<file path="src/sv/lafe_pkg.sv">
// Shared types and constants of the LMS adaptive FIR equalizer.
package lafe_pkg;

	localparam int TAP_COUNT = 64;
	localparam int PRE_TAPS  = 51;

	localparam int SAMPLE_W = 16;
	localparam int TAP_W    = 24;
	localparam int STEP_W   = 18;
	localparam int CMD_W    = 2;
	localparam int CNT_W    = $clog2(TAP_COUNT);
	localparam int PROD_W   = SAMPLE_W + TAP_W;
	localparam int ACC_W    = PROD_W + $clog2(TAP_COUNT);
	localparam int ERR_W    = SAMPLE_W + 1;
	localparam int SE_W     = STEP_W + 1 + ERR_W;
	localparam int UPD_W    = SE_W + SAMPLE_W;

	localparam logic [STEP_W-1:0] STEP_RESET = 18'd214748;
	localparam logic signed [ERR_W-1:0] REF_POS = 17'sd5120;
	localparam logic signed [ERR_W-1:0] REF_NEG = -17'sd5120;

	localparam logic [CMD_W-1:0] CMD_FILTER = 2'd0;
	localparam logic [CMD_W-1:0] CMD_ADAPT  = 2'd1;
	localparam logic [CMD_W-1:0] CMD_SHIFT  = 2'd2;
	localparam logic [CMD_W-1:0] CMD_UNUSED = 2'd3;

	typedef struct packed {
		logic signed [SAMPLE_W-1:0] sample;
		logic [CMD_W-1:0]           cmd;
		logic                       ref_bit;
		logic                       segment_end;
	} in_item_t;

	typedef struct packed {
		logic signed [SAMPLE_W-1:0] equalized;
		logic                       last;
	} out_item_t;

	typedef struct packed {
		logic shift;
		logic rot;
	} cell_ctl_t;

endpackage

</file>
<file path="src/sv/lafe_cell.sv">
// One tap cell: holds a window sample and its coefficient.
module lafe_cell import lafe_pkg::*; (
	input  logic                       clk,
	input  logic                       arst_n,
	input  cell_ctl_t                  ctl,
	input  logic signed [SAMPLE_W-1:0] w_in,
	input  logic signed [TAP_W-1:0]    c_in,
	output logic signed [SAMPLE_W-1:0] w,
	output logic signed [TAP_W-1:0]    c
);

	logic signed [SAMPLE_W-1:0] w_q;
	logic signed [TAP_W-1:0]    c_q;

	always_ff @(posedge clk or negedge arst_n) begin
		if (!arst_n) begin
			w_q <= '0;
			c_q <= '0;
		end else if (ctl.rot) begin
			w_q <= w_in;
			c_q <= c_in;
		end else if (ctl.shift) begin
			w_q <= w_in;
		end
	end

	assign w = w_q;
	assign c = c_q;

endmodule

</file>
<file path="config.mk">
export PLATFORM = sky130hd
export DESIGN_NAME = lafe_cell
export DESIGN_NICKNAME = d
export VERILOG_FILES = /design/src/sv/lafe_pkg.sv /design/src/sv/lafe_cell.sv
export SDC_FILE = /design/constraint.sdc
export NUM_CORES = 1
export LEC_CHECK = 0
export ABC_CLOCK_PERIOD_IN_PS = 960
export BUFFER_PORTS_ARGS = -buffer_cell sky130_fd_sc_hd__clkbuf_2
export CORE_ASPECT_RATIO = 0.7
export CORE_MARGIN = 10
export CORE_UTILIZATION = 44
export DETAILED_ROUTE_END_ITERATION = 12
export PLACE_DENSITY = 0.79
export SLEW_MARGIN = 20
export SYNTH_ARGS = -nofsm -noshare
export SYNTH_HDL_FRONTEND = slang
export SYNTH_SLANG_ARGS = --single-unit
</file>
<file path="constraint.sdc">
create_clock -name clk -period 0.96 [get_ports clk]
set_input_delay 0.144 -clock clk [delete_from_list [all_inputs] [get_ports clk]]
set_output_delay 0.144 -clock clk [all_outputs]
set_load 0.01 [all_outputs]
</file>
* Word level (Yosys, flattened, before mapping) *
Index checks and enable logic that the tools add are counted.

word-level totals
  bits in registers = 40
  word-level logic and storage cells = 5
  output and inout bits = 40
  bits of input ports = 44

operators by class
  reduce and logical (&&, ||, !) cells = 1
  mux-type cells = 2

operator list
  cell                number
  two-way mux 16 bit  2
  nonzero test 2 bit  1

* Longest topological paths before layout *
Gate-level depths: netlist (run 1).

  depth after elaboration = 2
  mapped depth = 4
  gate-level depth less buffers = 2

* Least setup slack after synthesis (run 1) *
OpenSTA, ideal clock, no wires.

  path type = input to register
  from = input port ctl[0] in the netlist's numbering
  to = register w_q[10] (netlist: w[10])
  required time = 835 ps
  slack = -5 ps
  buffers on the path = 2
  setup time = 125 ps
  cell stages on the path = 4
  arrival = 839 ps
  cell sequence = buf_6 -> nor2_8 -> buf_12 -> mux2_4

on the way
  longest elaborated chain between the ends = 1
  elaborated cells between the ends (all ways) = 2
  those cells by class = mux: 1; reduce/logical: 1

ends and longest elaborated chain
  item                                                      RTL line         source
  from (decl)                                               lafe_cell.sv:5   input cell_ctl_t ctl,
  two-way mux 16 bit or nonzero test 2 bit (tied branches)  --
  to (signal assigned)                                      lafe_cell.sv:20  w_q <= w_in;
  to (signal assigned)                                      lafe_cell.sv:23  w_q <= w_in;
  to (decl)                                                 lafe_cell.sv:12  logic signed [SAMPLE_W-1:0] w_q;

Parallel ways exist; a longest one is shown, timed or not.
A chain may end at the register's enable or synchronous reset.

* Worst setup path in the final report (run 1) *
  from = register c_q[23] (netlist: c[23])
  to = output port c[23]

RTL lines
  item                    RTL line         source
  from (decl)             lafe_cell.sv:13  logic signed [TAP_W-1:0] c_q;
  from (signal assigned)  lafe_cell.sv:21  c_q <= c_in;
  to (decl)               lafe_cell.sv:9   output logic signed [TAP_W-1:0] c

No word-level cell between the ends.

==> results of run 1 <==
-- routing by layer --
layer  wire, um  vias to the layer above
met5          0                        -
met4         67                        0
met3        243                        7
met2       2150                       33
met1       1380                      519
li1           -                      498
-- through the flow --
| step | worst slack, ps | cells | hold WS, ps |
|---|---|---|---|
| finish | -6.23 | 236 | 86.2 |
| global route | -32.5 | 236 | 69.9 |
| CTS | -18.9 | 228 | 77.3 |
| detailed placement | -67.5 | 216 | 130 |
| global placement | -49.9 | 216 | 126 |
| floorplan | 1.71 | 85 | -152 |
-- synth_stat cells --
master	count
nor2_8	1
buf_6	2
mux2_4	10
buf_4	1
mux2_2	30
buf_12	1
dfrtp_1	40
-- state kept, by name (all words and copies together), names as in the netlist --
signal and flops:
c 24, w 16
-- kinds of logic (layout without fill, tap and decap cells) --
logic type / after synthesis / after routing / share of synthesized area (%)
buffers and inverters: 4 / 108 / 3.21
AND/OR/NAND/NOR: 1 / 1 / 1.28
multiplexers: 40 / 40 / 31.3
flip-flops: 40 / 40 / 64.2
-- path summary, 6_finish.rpt --
| path | startpoint | end | slack (ps) |
|---|---|---|---|
| max reg2reg | c[23] | c[23] | 60 |
| max in group asynchronous | arst_n | w[10] | 400 |
| min | c_in[17] | c[17] | 90 |
| max | c[23] | c[23] | -6 |
| min reg2reg | c[19] | c[19] | 510 |
| min in group asynchronous | arst_n | c[23] | 370 |
-- where the power goes --
part	total (mW)	internal [mW]	switching, mW
Clock	1.46	0.917	0.541
Sequential	1.93	1.84	0.0836
Combinational	0.727	0.423	0.305
-- area by class of cell --
cell class	instances	area, um^2
multi-input cells	41	508
repair buffers	100	608
fillers	250	973
clock buffers	7	96.3
clock inverters	1	30.0
well taps	47	58.8
flip-flops and latches	40	1000
-- what timing repair did --
action / in CTS / in global routing
gates resized for setup: 0 / 6
endpoints found under the setup margin: 10 / 40
hold endpoints to repair: 40 / 0
pin swaps: 0 / 0
buffers inserted: 3 / 8
gates cloned: 0 / 0
hold buffers: 1 / 0
==> flow_summary_export.csv, run 1 <==
group,metric,value,unit
run_status,outcome,"finished, violations left",
run_status,violations,"setup timing",
cells_and_area,utilization,70.3,%
sta,max_slew_margin,85.8,%
clock_network,cts.sinks,40,
logic_synthesis,synth_seq_cells,40,
floorplanning,io_pins,84,
critical_path,cp_top_family,"flip-flops",
clock_network,cts_buffer_depth,2,
cells_and_area,final_common_cell,"clkbuf_2",
critical_path,critPathMaxFanout,2,
sta,setup_violations,1,
sta,fin_crit_sh,101,%
sta,setup_ws,-6.23,ps
power_and_ir_drop,power,4.11,mW
power_and_ir_drop,p_per_area,1790,nW/um^2
placed_design,gp_congestion,0.724,
floorplanning,initial_core_util,47.6,%
placed_design,dp_hpwl,3050,um
cells_and_area,final_cell_mix,"clkbuf_2, dfrtp_1, mux2_2",
grt,track_usage,12.4,%
floorplanning,die_h,69.8,um
logic_synthesis,ys_warn_count,0,
critical_path,criticalPathCategory,"reg2out",
grt,use_met1,11.5,%
detailed_routing,viasPerCell,4.48,
grt,grt_max_degree,41,
detailed_routing,vias,1057,
min_path,hold_path_class,"in2reg",
logic_synthesis,syn_inst,85,
logic_synthesis,synth_area_leaders,"dfrtp_1, mux2_2, mux2_4",
clock_network,cts_tree,"done",
logic_synthesis,yosysUniqueCellTypes,7,
critical_path,cp_num_cells,1,
critical_path,path_buf_inv,1,
logic_synthesis,yosysTopAreaCell,"dfrtp_1",
cells_and_area,area_growth,47.7,%
logic_synthesis,avgSynthCellArea,18.3,um^2
critical_path,worst_path_max_delay_cell,"dfrtp_1",
grt,grt_pass1_vias,1249,
grt,overflow,0,
grt,grt_busiest_layer,"met2",
sta,hold_violations,0,
min_path,whs_path_depth,2,
floorplanning,dieArea,6360,um^2
sta,rsz0062_at_grt,"yes",
grt,globalRouteMet2Util,22.8,%
detailed_routing,antenna_left,0,
sta,fin_crit,966,ps
power_and_ir_drop,leakage,1.18,nW
floorplanning,core_region_area,3280,um^2
logic_synthesis,netlist_area,1560,um^2
power_and_ir_drop,peakVddDrop,1060,uV
clock_network,htree_levels,2,
sta,maxClockFrequency,1030,MHz
critical_path,crit_path_max_incr_delay,400,ps
placed_design,placed_area,2070,um^2
job,max-cap-violations,0,
detailed_routing,drc,0,
detailed_routing,drt-initial-drc-count,16,
clock_network,clkLatencyLatePin,280,ps
critical_path,required,820,ps
logic_synthesis,yosysTopAreaCellShare,64.2,%
sta,fin_worst_skew,0,ps
clock_network,root_buffer,"clkbuf_8",
logic_synthesis,seq_area_frac_synth,64.2,%
clock_network,numCtsBuffers,5,
sta,tns,-6.23,ps
floorplanning,die_w,91.1,um
cells_and_area,diodes,0,
detailed_routing,routed_wl,3850,um
sta,tightest_slew,213,ps
floorplanning,fp-row-count,17,
grt,grt_pass1_wl,6260,um
placed_design,port_buffers,83,
detailed_routing,wl_per_cell,16.3,um
critical_path,end_kind,"output port",
detailed_routing,first_pass_iters,2,
critical_path,start_kind,"flip-flop",
critical_path,reg2regPathDepth,2,
clock_network,clkTransAtPathRegs,70,ps
cells_and_area,nNetsFinal,232,
critical_path,crit_arrival,820,ps
sta,maxSlewViolCount,0,
critical_path,cp_cell_sequence,"clkbuf_2",
logic_synthesis,syn_nets,129,
grt,antenna_found_initial,0,
cells_and_area,drive_gt1_share,78.3,%
grt,grtUsageMet3,4.96,%
cells_and_area,final_area,2300,um^2
(Power assumes the default switching activity.)
==> run 2, diff against run 1 <==
==> constraint.sdc (replaced) <==
create_clock -name clk -period 0.96 [get_ports clk]
set_input_delay 0.192 -clock clk [delete_from_list [all_inputs] [get_ports clk]]
set_output_delay 0.192 -clock clk [all_outputs]
set_load 0.01 [all_outputs]
==> run 2 against run 1 <==
Compared with the run above:
- the flow still finishes with violations (setup timing)
- clock power about the same
- via count is 4.0% higher
- cell area up 0.82%
==> flow_summary_export.csv, run 2 (synthesis results as in run 1) <==
group,metric,value,unit
floorplanning,core_region_area,3280,um^2
cells_and_area,largest_reg_flops,24,
sta,maxSlewViolCount,0,
detailed_routing,routed_wl,4040,um
sta,setup_violations,43,
cells_and_area,final_cell_mix,"clkbuf_2, dfrtp_1, mux2_2",
detailed_routing,drc,0,
detailed_routing,first_pass_iters,2,
detailed_routing,antenna_left,0,
placed_design,gp_congestion,0.713,
sta,tns,-1480,ps
job,max-cap-violations,0,
floorplanning,die_h,69.8,um
critical_path,end_kind,"output port",
clock_network,cts_buffer_depth,2,
clock_network,numCtsBuffers,5,
detailed_routing,viasPerCell,4.62,
critical_path,cp_top_family,"flip-flops",
grt,grt_pass1_wl,6240,um
critical_path,crit_arrival,840,ps
detailed_routing,vias,1099,
sta,tightest_slew,275,ps
grt,grt_max_degree,23,
clock_network,root_buffer,"clkbuf_8",
cells_and_area,nNetsFinal,234,
critical_path,critPathMaxFanout,2,
clock_network,clkLatencyLatePin,290,ps
clock_network,cts.sinks,40,
clock_network,clkTransAtPathRegs,80,ps
floorplanning,die_w,91.1,um
run_status,outcome,"finished, violations left",
grt,overflow,0,
floorplanning,io_pins,84,
sta,max_slew_margin,81.7,%
critical_path,criticalPathCategory,"reg2out",
placed_design,dp_hpwl,3140,um
floorplanning,dieArea,6360,um^2
grt,grt_pass1_vias,1277,
power_and_ir_drop,peakVddDrop,1220,uV
critical_path,worst_path_max_delay_cell,"dfrtp_1",
grt,antenna_found_initial,0,
sta,setup_ws,-70.0,ps
critical_path,crit_path_max_incr_delay,400,ps
power_and_ir_drop,p_per_area,1790,nW/um^2
critical_path,required,770,ps
sta,maxClockFrequency,971,MHz
critical_path,cp_cell_sequence,"clkbuf_2",
sta,hold_violations,0,
sta,fin_crit,1030,ps
placed_design,place_ws,-164,ps
cells_and_area,drive_gt1_share,78.5,%
cells_and_area,utilization,70.9,%
floorplanning,fp-row-count,17,
clock_network,htree_levels,2,
placed_design,port_buffers,83,
sta,rsz0062_at_grt,"yes",
cells_and_area,area_growth,48.9,%
critical_path,path_buf_inv,1,
run_status,violations,"setup timing",
min_path,hold_path_class,"in2reg",
critical_path,start_kind,"flip-flop",
cells_and_area,final_common_cell,"clkbuf_2",
sta,fin_crit_sh,107,%
detailed_routing,wl_per_cell,17.0,um
detailed_routing,drt-initial-drc-count,40,
clock_network,cts_tree,"done",
power_and_ir_drop,leakage,1.19,nW
grt,track_usage,12.2,%
floorplanning,initial_core_util,47.6,%
power_and_ir_drop,power,4.16,mW
cells_and_area,diodes,0,
sta,fin_worst_skew,0,ps
[run 2: cell types whose count changed in the layout (fill, tap and decap cells not counted), sizes merged]
cell | previous run | this run
buf | 20 | 26
clkbuf | 86 | 82
[run 2: worst paths after layout]
check,startpoint,to,slack (ps),cells after the start
setup / recovery,w[9],w[9],-70,1
hold / removal,c_in[1],c[1],130,2
setup reg to reg,c[9],c[9],-40,3
hold reg to reg,c[15],c[15],510,1
max in group asynchronous,arst_n,c[15],300,3
min in group asynchronous,arst_n,w[0],420,3
[run 2: per-stage QoR]
step / instance area [um^2] / hold slack [ps] / instances
after floorplan: 1570 / -104 / 85
after global placement: 2070 / 166 / 218
after detailed placement: 2070 / 177 / 218
after CTS: 2250 / 121 / 233
after global routing: 2320 / 115 / 238
final: 2320 / 128 / 238
[run 2: area by class of cell]
class / count / area [um^2]
Sequential cell: 40 / 1000
Clock inverter: 1 / 30.0
Timing Repair Buffer: 102 / 627
Multi-Input combinational cell: 41 / 508
Clock buffer: 7 / 96.3
Tap cell: 47 / 58.8
Fill cell: 242 / 955
[run 2: where the power goes]
| part | internal [mW] | switching (mW) | leakage [nW] |
|---|---|---|---|
| Sequential | 1.84 | 0.0860 | 0.467 |
| Clock | 0.917 | 0.563 | 0.0645 |
| Combinational | 0.434 | 0.313 | 0.660 |
| Total | 3.19 | 0.962 | 1.19 |
[run 2: metal layers]
| layer | vias to the layer above | global-route usage (%) | share of wire (%) |
|---|---|---|---|
| li1 | 505 | - | - |
| met1 | 556 | 11.9 | 36 |
| met2 | 36 | 22.6 | 57 |
| met3 | 2 | 5.50 | 6.4 |
| met4 | 0 | 3.43 | 0.25 |
| met5 | - | 0 | 0 |
[run 2: repair_timing]
| action | in CTS | in global routing |
|---|---|---|
| hold endpoints to repair | 40 | 0 |
| setup endpoints to repair | 40 | 40 |
| buffers inserted | 6 | 5 |
| hold buffers | 1 | 0 |
| gates resized for setup | 0 | 13 |
| pin swaps | 0 | 0 |
